`src/sv/lpi_pkg.sv`:
```
`timescale 1ns / 1ps
// Shared types and codes for the LED position interpolator.
// Used by lpi_node_table, lpi_serial_div, the top level and the checker.
package lpi_pkg;

   localparam int unsigned COORD_W   = 16;
   localparam int unsigned PROD_W    = 2 * COORD_W;
   localparam int unsigned DIV_STEPS = COORD_W;
   localparam int unsigned DIV_CNT_W = $clog2(DIV_STEPS);

   localparam logic CMD_LOAD  = 1'b0;
   localparam logic CMD_QUERY = 1'b1;

   localparam logic [2:0] REGION_EMPTY  = 3'd0;
   localparam logic [2:0] REGION_FIRST  = 3'd1;
   localparam logic [2:0] REGION_LAST   = 3'd2;
   localparam logic [2:0] REGION_INTERP = 3'd3;
   localparam logic [2:0] REGION_NONE   = 3'd4;

   typedef struct packed {
      logic [COORD_W-1:0] led;
      logic [COORD_W-1:0] x;
      logic [COORD_W-1:0] y;
      logic [COORD_W-1:0] z;
   } node_type;

   typedef struct packed {
      logic              start;
      logic [PROD_W-1:0] dividend;
      logic [COORD_W-1:0] divisor;
   } div_req_type;

   typedef struct packed {
      logic               done;
      logic [COORD_W-1:0] quotient;
   } div_rsp_type;

endpackage

```
`src/sv/lpi_node_table.sv`:
```
`timescale 1ns / 1ps
// Breakpoint memory: one write port, one read port with registered data.
// Depends on lpi_pkg (node_type).
module lpi_node_table #(
   parameter int unsigned DEPTH = 16
) (
   input  logic                     clock,
   input  logic                     wr_en,
   input  logic [$clog2(DEPTH)-1:0] wr_addr,
   input  lpi_pkg::node_type        wr_data,
   input  logic [$clog2(DEPTH)-1:0] rd_addr,
   output lpi_pkg::node_type        rd_data
);

   lpi_pkg::node_type mem [DEPTH];
   lpi_pkg::node_type rd_data_ff;

   always_ff @(posedge clock) begin
      if (wr_en) begin
         mem[wr_addr] <= wr_data;
      end
      rd_data_ff <= mem[rd_addr];
   end

   assign rd_data = rd_data_ff;

endmodule

```
`src/sv/lpi_serial_div.sv`:
```
`timescale 1ns / 1ps
// Restoring divider, one quotient bit per cycle, 16-bit quotient.
// Requires dividend / divisor < 2**16. Depends on lpi_pkg.
module lpi_serial_div (
   input  logic                 clock,
   input  logic                 reset,
   input  lpi_pkg::div_req_type req,
   output lpi_pkg::div_rsp_type rsp
);

   logic [lpi_pkg::COORD_W-1:0]   rem_ff, rem_in;
   logic [lpi_pkg::COORD_W-1:0]   quo_ff, quo_in;
   logic [lpi_pkg::COORD_W-1:0]   div_ff, div_in;
   logic [lpi_pkg::DIV_CNT_W-1:0] cnt_ff, cnt_in;
   logic                          run_ff, run_in;
   logic                          done_ff, done_in;
   logic [lpi_pkg::COORD_W:0]     shifted;
   logic [lpi_pkg::COORD_W:0]     trial;

   always_comb begin
      shifted = {rem_ff, quo_ff[lpi_pkg::COORD_W-1]};
      trial   = shifted - {1'b0, div_ff};
      rem_in  = rem_ff;
      quo_in  = quo_ff;
      div_in  = div_ff;
      cnt_in  = cnt_ff;
      run_in  = run_ff;
      done_in = 1'b0;
      if (req.start) begin
         rem_in = req.dividend[lpi_pkg::PROD_W-1:lpi_pkg::COORD_W];
         quo_in = req.dividend[lpi_pkg::COORD_W-1:0];
         div_in = req.divisor;
         cnt_in = '0;
         run_in = 1'b1;
      end else if (run_ff) begin
         if (!trial[lpi_pkg::COORD_W]) begin
            rem_in = trial[lpi_pkg::COORD_W-1:0];
            quo_in = {quo_ff[lpi_pkg::COORD_W-2:0], 1'b1};
         end else begin
            rem_in = shifted[lpi_pkg::COORD_W-1:0];
            quo_in = {quo_ff[lpi_pkg::COORD_W-2:0], 1'b0};
         end
         cnt_in = cnt_ff + 1'b1;
         if (cnt_ff == lpi_pkg::DIV_CNT_W'(lpi_pkg::DIV_STEPS - 1)) begin
            run_in  = 1'b0;
            done_in = 1'b1;
         end
      end
   end

   always_ff @(posedge clock) begin
      rem_ff <= rem_in;
      quo_ff <= quo_in;
      div_ff <= div_in;
      if (reset) begin
         cnt_ff  <= '0;
         run_ff  <= 1'b0;
         done_ff <= 1'b0;
      end else begin
         cnt_ff  <= cnt_in;
         run_ff  <= run_in;
         done_ff <= done_in;
      end
   end

   assign rsp.done     = done_ff;
   assign rsp.quotient = quo_ff;

endmodule

```
`src/sv/led_position_interpolator_unit.sv`:
```
`timescale 1ns / 1ps
// Top level: breakpoint table, segment scan sequencer and shared mul/divide.
// Depends on lpi_pkg, lpi_node_table, lpi_serial_div.
//
//  channel  | ports                                   | handshake
//  ---------+-----------------------------------------+------------------------
//  request  | req_command/slot/node_*/led_index       | start & !busy
//  response | rsp_pos_x/y/z, rsp_region               | rsp_strobe, one cycle
//  config   | csr_node_count                          | csr_valid & csr_ready
//
// A load request never raises busy; an empty-table query answers the next
// cycle. Clamped queries are answered from the end checks (first node, then
// last node); a scan steps through the segments in order, and an interpolation
// runs per coordinate a multiply, a divider launch and a 16-step divide.
// Reset clears the sequencer and node_count; table contents are undefined.
// The receiver cannot stall; each response is a single-cycle strobe.
module led_position_interpolator_unit #(
   parameter int unsigned MAX_NODES = 16
) (
   input  logic        clock,
   input  logic        reset,
   input  logic        start,
   output logic        busy,
   input  logic        req_command,
   input  logic [3:0]  req_slot,
   input  logic [15:0] req_node_led,
   input  logic signed [15:0] req_node_x,
   input  logic signed [15:0] req_node_y,
   input  logic signed [15:0] req_node_z,
   input  logic [15:0] req_led_index,
   output logic        rsp_strobe,
   output logic signed [15:0] rsp_pos_x,
   output logic signed [15:0] rsp_pos_y,
   output logic signed [15:0] rsp_pos_z,
   output logic [2:0]  rsp_region,
   input  logic        csr_valid,
   output logic        csr_ready,
   input  logic [4:0]  csr_node_count
);

   localparam int unsigned AW = $clog2(MAX_NODES);
   localparam int unsigned NW = AW + 1;

   typedef enum logic [2:0] {
      ST_IDLE, ST_CHECK_FIRST, ST_CHECK_LAST, ST_SCAN, ST_MULTIPLY, ST_DIV_GO, ST_DIVIDE
   } state_type;

   state_type         state_ff, state_in;
   logic [4:0]        count_ff, count_in;
   logic [AW-1:0]     addr_ff, addr_in;
   logic [AW-1:0]     last_ff, last_in;
   logic [15:0]       led_ff, led_in;
   lpi_pkg::node_type a_ff, a_in;
   lpi_pkg::node_type b_ff, b_in;
   logic [15:0]       dist_ff, dist_in;
   logic [15:0]       span_ff, span_in;
   logic [1:0]        coord_ff, coord_in;
   logic              neg_ff, neg_in;
   logic [31:0]       prod_ff, prod_in;
   logic              strobe_ff, strobe_in;
   logic [15:0]       pos_x_ff, pos_x_in;
   logic [15:0]       pos_y_ff, pos_y_in;
   logic [15:0]       pos_z_ff, pos_z_in;
   logic [2:0]        region_ff, region_in;

   logic              wr_en;
   lpi_pkg::node_type wr_data;
   lpi_pkg::node_type rd_data;
   lpi_pkg::div_req_type div_req;
   lpi_pkg::div_rsp_type div_rsp;

   logic [NW-1:0]     n_now;
   logic [15:0]       ca, cb;
   logic [16:0]       diff;
   logic [15:0]       mag;
   logic [16:0]       coord_sum;

   assign wr_data = '{led: req_node_led, x: req_node_x, y: req_node_y, z: req_node_z};

   lpi_node_table #(.DEPTH(MAX_NODES)) u_table (
      .clock   (clock),
      .wr_en   (wr_en),
      .wr_addr (AW'(req_slot)),
      .wr_data (wr_data),
      .rd_addr (addr_in),
      .rd_data (rd_data)
   );

   lpi_serial_div u_div (
      .clock (clock),
      .reset (reset),
      .req   (div_req),
      .rsp   (div_rsp)
   );

   always_comb begin
      n_now = (32'(count_ff) > 32'(MAX_NODES)) ? NW'(MAX_NODES) : NW'(count_ff);
      case (coord_ff)
         2'd0:    begin ca = a_ff.x; cb = b_ff.x; end
         2'd1:    begin ca = a_ff.y; cb = b_ff.y; end
         default: begin ca = a_ff.z; cb = b_ff.z; end
      endcase
      diff = {cb[15], cb} - {ca[15], ca};
      mag  = diff[16] ? 16'(-diff) : diff[15:0];
      coord_sum = {ca[15], ca} +
                  (neg_ff ? -{1'b0, div_rsp.quotient} : {1'b0, div_rsp.quotient});
   end

   always_comb begin
      state_in  = state_ff;
      count_in  = count_ff;
      addr_in   = addr_ff;
      last_in   = last_ff;
      led_in    = led_ff;
      a_in      = a_ff;
      b_in      = b_ff;
      dist_in   = dist_ff;
      span_in   = span_ff;
      coord_in  = coord_ff;
      neg_in    = neg_ff;
      prod_in   = prod_ff;
      strobe_in = 1'b0;
      pos_x_in  = pos_x_ff;
      pos_y_in  = pos_y_ff;
      pos_z_in  = pos_z_ff;
      region_in = region_ff;
      wr_en     = 1'b0;
      div_req   = '{start: 1'b0, dividend: prod_ff, divisor: span_ff};

      if (csr_valid && csr_ready) begin
         count_in = csr_node_count;
      end

      case (state_ff)
         ST_IDLE: begin
            if (start) begin
               if (req_command == lpi_pkg::CMD_QUERY) begin
                  led_in = req_led_index;
                  if (n_now == '0) begin
                     strobe_in = 1'b1;
                     pos_x_in  = '0;
                     pos_y_in  = '0;
                     pos_z_in  = '0;
                     region_in = lpi_pkg::REGION_EMPTY;
                  end else begin
                     last_in  = AW'(n_now - 1'b1);
                     addr_in  = '0;
                     state_in = ST_CHECK_FIRST;
                  end
               end else if (32'(req_slot) < 32'(MAX_NODES)) begin
                  wr_en = 1'b1;
               end
            end
         end
         ST_CHECK_FIRST: begin
            a_in = rd_data;
            if (led_ff <= rd_data.led) begin
               strobe_in = 1'b1;
               pos_x_in  = rd_data.x;
               pos_y_in  = rd_data.y;
               pos_z_in  = rd_data.z;
               region_in = lpi_pkg::REGION_FIRST;
               state_in  = ST_IDLE;
            end else begin
               addr_in  = last_ff;
               state_in = ST_CHECK_LAST;
            end
         end
         ST_CHECK_LAST: begin
            if (led_ff >= rd_data.led) begin
               strobe_in = 1'b1;
               pos_x_in  = rd_data.x;
               pos_y_in  = rd_data.y;
               pos_z_in  = rd_data.z;
               region_in = lpi_pkg::REGION_LAST;
               state_in  = ST_IDLE;
            end else begin
               addr_in  = AW'(1);
               state_in = ST_SCAN;
            end
         end
         ST_SCAN: begin
            if (led_ff >= a_ff.led && led_ff <= rd_data.led) begin
               b_in    = rd_data;
               dist_in = led_ff - a_ff.led;
               span_in = rd_data.led - a_ff.led;
               if (rd_data.led == a_ff.led) begin
                  strobe_in = 1'b1;
                  pos_x_in  = a_ff.x;
                  pos_y_in  = a_ff.y;
                  pos_z_in  = a_ff.z;
                  region_in = lpi_pkg::REGION_INTERP;
                  state_in  = ST_IDLE;
               end else begin
                  coord_in = 2'd0;
                  state_in = ST_MULTIPLY;
               end
            end else if (addr_ff == last_ff) begin
               strobe_in = 1'b1;
               pos_x_in  = '0;
               pos_y_in  = '0;
               pos_z_in  = '0;
               region_in = lpi_pkg::REGION_NONE;
               state_in  = ST_IDLE;
            end else begin
               a_in    = rd_data;
               addr_in = addr_ff + 1'b1;
            end
         end
         ST_MULTIPLY: begin
            prod_in  = mag * dist_ff;
            neg_in   = diff[16];
            state_in = ST_DIV_GO;
         end
         ST_DIV_GO: begin
            div_req.start = 1'b1;
            state_in      = ST_DIVIDE;
         end
         ST_DIVIDE: begin
            if (div_rsp.done) begin
               case (coord_ff)
                  2'd0:    pos_x_in = coord_sum[15:0];
                  2'd1:    pos_y_in = coord_sum[15:0];
                  default: pos_z_in = coord_sum[15:0];
               endcase
               if (coord_ff == 2'd2) begin
                  strobe_in = 1'b1;
                  region_in = lpi_pkg::REGION_INTERP;
                  state_in  = ST_IDLE;
               end else begin
                  coord_in = coord_ff + 1'b1;
                  state_in = ST_MULTIPLY;
               end
            end
         end
         default: begin
            state_in = ST_IDLE;
         end
      endcase
   end

   always_ff @(posedge clock) begin
      addr_ff   <= addr_in;
      last_ff   <= last_in;
      led_ff    <= led_in;
      a_ff      <= a_in;
      b_ff      <= b_in;
      dist_ff   <= dist_in;
      span_ff   <= span_in;
      coord_ff  <= coord_in;
      neg_ff    <= neg_in;
      prod_ff   <= prod_in;
      pos_x_ff  <= pos_x_in;
      pos_y_ff  <= pos_y_in;
      pos_z_ff  <= pos_z_in;
      region_ff <= region_in;
      if (reset) begin
         state_ff  <= ST_IDLE;
         count_ff  <= '0;
         strobe_ff <= 1'b0;
      end else begin
         state_ff  <= state_in;
         count_ff  <= count_in;
         strobe_ff <= strobe_in;
      end
   end

   assign busy       = (state_ff != ST_IDLE);
   assign csr_ready  = (state_ff == ST_IDLE);
   assign rsp_strobe = strobe_ff;
   assign rsp_pos_x  = pos_x_ff;
   assign rsp_pos_y  = pos_y_ff;
   assign rsp_pos_z  = pos_z_ff;
   assign rsp_region = region_ff;

endmodule

```
`config.mk`:
```
export PLATFORM = sky130hd
export DESIGN_NAME = led_position_interpolator_unit
export DESIGN_NICKNAME = d
export VERILOG_FILES = /design/src/sv/lpi_pkg.sv /design/src/sv/lpi_node_table.sv /design/src/sv/lpi_serial_div.sv /design/src/sv/led_position_interpolator_unit.sv
export SDC_FILE = /design/constraint.sdc
export NUM_CORES = 2
export LEC_CHECK = 0
export BUFFER_PORTS_ARGS = -buffer_cell sky130_fd_sc_hd__buf_2
export CAP_MARGIN = 25
export CORE_MARGIN = 1
export CORE_UTILIZATION = 42
export CTS_BUF_LIST = sky130_fd_sc_hd__clkbuf_2 sky130_fd_sc_hd__clkbuf_4 sky130_fd_sc_hd__clkbuf_8
export CTS_CLUSTER_DIAMETER = 60
export DETAILED_ROUTE_END_ITERATION = 7
export PLACE_DENSITY_LB_ADDON = 0.12
export REMOVE_ABC_BUFFERS = 1
export SLEW_MARGIN = 40
export SYNTH_ARGS = -nofsm -noshare
export SYNTH_HDL_FRONTEND = slang
export SYNTH_SLANG_ARGS = --single-unit
```
`constraint.sdc`:
```
create_clock -name clock -period 23.9 [get_ports clock]
set_input_delay 3.585 -clock clock [delete_from_list [all_inputs] [get_ports clock]]
set_output_delay 3.585 -clock clock [all_outputs]
set_load 0.05 [all_outputs]
```
==> flow_summary.toml <==
[run_status]
outcome = "finished with violations"
violations = "DRC"

[layout]
multi_input_area_um2 = 21200
area_growth_pct = 12.9
instances_no_fill = 7061
final_nets = 5314
final_cell_area_um2 = 72800
n_fill_cell = 13500
regArea_um2 = 41400
drive_above_1_share_pct = 16.3

[floorplanning]
core_area_um2 = 152000
die_y_um = 394
die_width_um = 394
start_util_pct = 42.4
io_pins = 148
fp-row-count = 143
dieArea_um2 = 155000

[clock_tree]
cts_buffer_depth = 3
clkSinkCount = 1405
clkLatencyLatePin_ps = 970
clkTransAtPathRegs_ps = 70
cts_root_buf = "clkbuf_8"
htree_num_levels = 4
cts_setup_buffers = 0
cts_resized = 0
cts_tree = "done"
hold_buffers = 0
cts_buffers = 227

[grt]
antenna_found_initial = 17
grtUsageTotal_pct = 22.9
grt_max_degree = 124
overflow = 0
grt_pass1_vias = 40000
grt_pass1_wl_mm = 264

[synthesis]
synth_cells = 4591
synth.yosys.warnings = 0
seq_area_frac_synth_pct = 64.1
ys.flop_type = "edfxtp_1"
synth_async_sr_flop_share_pct = 0
yosysTopAreaCell = "edfxtp_1"
synthesis.area_um2 = 64500
yosys.area.top_type_share_pct = 61.5
ys_types = 79
synth_edf_count = 1322
syn_avg_cell_area_um2 = 14.1
synth_area_leaders = "edfxtp_1, fa_1, a222oi_1"
ys_ff_latch = 1405

[worst_setup_path]
cp_max_fo = 41
endpoint_kind = "register"
startpoint_type = "register"
required_ps = 24620
worstPathArrival_ps = 11740
crit_type = "register to register"
cp_slowest_cell = "xnor3_1"
critPathMaxStageDelay_ps = 830

[sta]
post-route-period-util_pct = 46.1
setup_ws_ps = 12880
final-setup-viol-count = 0
slew_violations = 0
max_slew_margin_pct = 41.6
timing.final.hold_violations = 0
fmax_mhz = 90.7
fin_crit_ps = 11020
fin_tns_setup_ps = 0
fin_skew_ps = 52.7
rsz0062_at_grt = "no"
tightest_slew_ps = 876

[routing]
detail-route-antenna-nets = 0
drc = 13
vias_per_cell = 5.65
wl_mm = 181
dr.pass1.iters = 8
drt_iter0_markers = 4380
vias = 39900
wl_per_cell_um = 25.6

[placed_design]
dpl.hpwl_mm = 110
numPortBuffers = 147
dp_slack_ps = 12930
dpl-instance-area_um2 = 67800
placed_cells = 6620
gp_routability_congestion = 0.850

[job]
drv_cap = 0

[pwr]
power.density_nw_per_um2 = 156
ir_worst_vdd_mv = 0.444
p_leak_nw = 26.8

[worst_hold_path]
hp-class = "register to register"
==> routing by layer <==
metal / vias up / part of all wire (%) / track usage [%]
met4: 6 / 2.2 / 6.05
met2: 1376 / 48 / 37.6
met1: 20400 / 43 / 31.5
li1: 17900 / - / -
met5: - / 0.020 / 0
met3: 232 / 6.4 / 3.77
==> critical path: cells and delay by family (launching register included) <==
family,cells,cell delay (ps)
simple gates,4,790
buf+inv,6,720
flops,1,420
fa+ha+maj,10,4150
xor+xnor,2,910
compound gates,16,3750
==> report_power, final <==
group / switching (mW) / total [mW] / internal, mW
Clock: 0.991 / 2.22 / 1.23
Sequential: 0.109 / 3.20 / 3.09
Combinational: 3.57 / 5.97 / 2.39
==> logic make-up (layout without fill, tap and decap cells) <==
group                      count (synthesis)  count (layout)  share of synthesized area (%)
muxes                                    147             147                           2.53
and+or+nand+nor                         1130            1130                           7.79
DFF                                     1405            1405                           64.1
AOI/OAI and AO/OA                        815             815                           10.4
xor gates and xnor gates                 115             115                           1.60
buffers and inverters                    578            1013                           3.45
adders and majority gates                401             401                           10.1
other                                      0               5                              0
==> cells in the mapped netlist, types with 7 or more instances <==
| library cell | n |
|---|---|
| buf_1 | 21 |
| a2111oi_0 | 7 |
| and2_1 | 118 |
| a222oi_1 | 256 |
| clkbuf_1 | 167 |
| nor3_1 | 40 |
| mux2i_1 | 19 |
| a21oi_1 | 93 |
| a31oi_1 | 12 |
| o31ai_1 | 8 |
| o41ai_1 | 8 |
| nand3_1 | 29 |
| a221o_1 | 43 |
| or3_1 | 11 |
| ha_1 | 201 |
| inv_1 | 346 |
| nor2_1 | 123 |
| edfxtp_1 | 1322 |
| xor2_1 | 27 |
| a21o_1 | 39 |
| a22o_1 | 24 |
| mux2_2 | 128 |
| a211oi_1 | 14 |
| buf_2 | 43 |
| nor2b_1 | 25 |
| o21ai_0 | 67 |
| or2_2 | 7 |
| o211ai_1 | 14 |
| fa_1 | 199 |
| nand2_1 | 682 |
| o21bai_1 | 11 |
| xnor2_1 | 86 |
| o22a_1 | 64 |
| a22oi_1 | 18 |
| nand2b_1 | 30 |
| o21a_1 | 15 |
| a21boi_0 | 11 |
| o221ai_1 | 65 |
| and3_1 | 14 |
| dfxtp_1 | 83 |
| nand4_1 | 18 |
==> path summary, 6_finish.rpt <==
kind / from / to / slack [ps] / cells past startpoint
worst max-delay path: coord_ff[0] / prod_ff[30] / 12880 / 38
worst min-delay path: span_ff[10] / u_div.div_ff[10] / 420 / 0
worst max register to register: coord_ff[0] / prod_ff[30] / 12880 / 38
worst min register to register: span_ff[10] / u_div.div_ff[10] / 420 / 0
==> layout by cell type (no fill, tap or decap), types with 65 or more instances in the layout <==
cell type	Yosys	routed
a21oi_1	93	92
a222oi_1	256	256
and2_1	118	118
buf_2	43	147
buf_4	0	73
clkbuf_4	0	92
clkbuf_8	0	260
dfxtp_1	83	83
edfxtp_1	1322	1322
fa_1	199	199
ha_1	201	199
inv_1	346	345
mux2_2	128	128
nand2_1	682	680
nor2_1	123	109
o21ai_0	67	67
o221ai_1	65	65
xnor2_1	86	84
==> layout make-up <==
class	instances	share of cell area, %
Sequential cell	1405	56.8
Inverter	347	1.80
Clock inverter	83	0.965
Clock buffer	352	5.86
Multi-Input combinational cell	2608	29.1
Antenna cell	5	0.0172
Timing Repair Buffer	231	1.97
Tap cell	2030	3.49
==> stage by stage <==
step	utilization, %	hold WS (ps)	total power, mW
floorplan	-	400	7.57
global placement	44.5	404	9.22
detailed placement	44.5	407	9.19
CTS	47.8	420	11.5
global route	47.8	424	12.2
finish	47.8	418	11.4
==> registers in the layout, indices dropped and copies added (netlist names), 3 cells and up <==
register         flops
a_ff                64
addr_ff              4
b_ff                48
count_ff             5
dist_ff             16
last_ff              4
led_ff              16
prod_ff             32
rsp_pos_x           16
rsp_pos_y           16
rsp_pos_z           16
rsp_region           3
span_ff             16
state_ff             3
u_div.cnt_ff         4
u_div.div_ff        16
u_div.quo_ff        16
u_div.rem_ff        16
u_table.mem       1024
u_table.rd_data     64
Note: power is estimated with default switching activity, not from simulation.
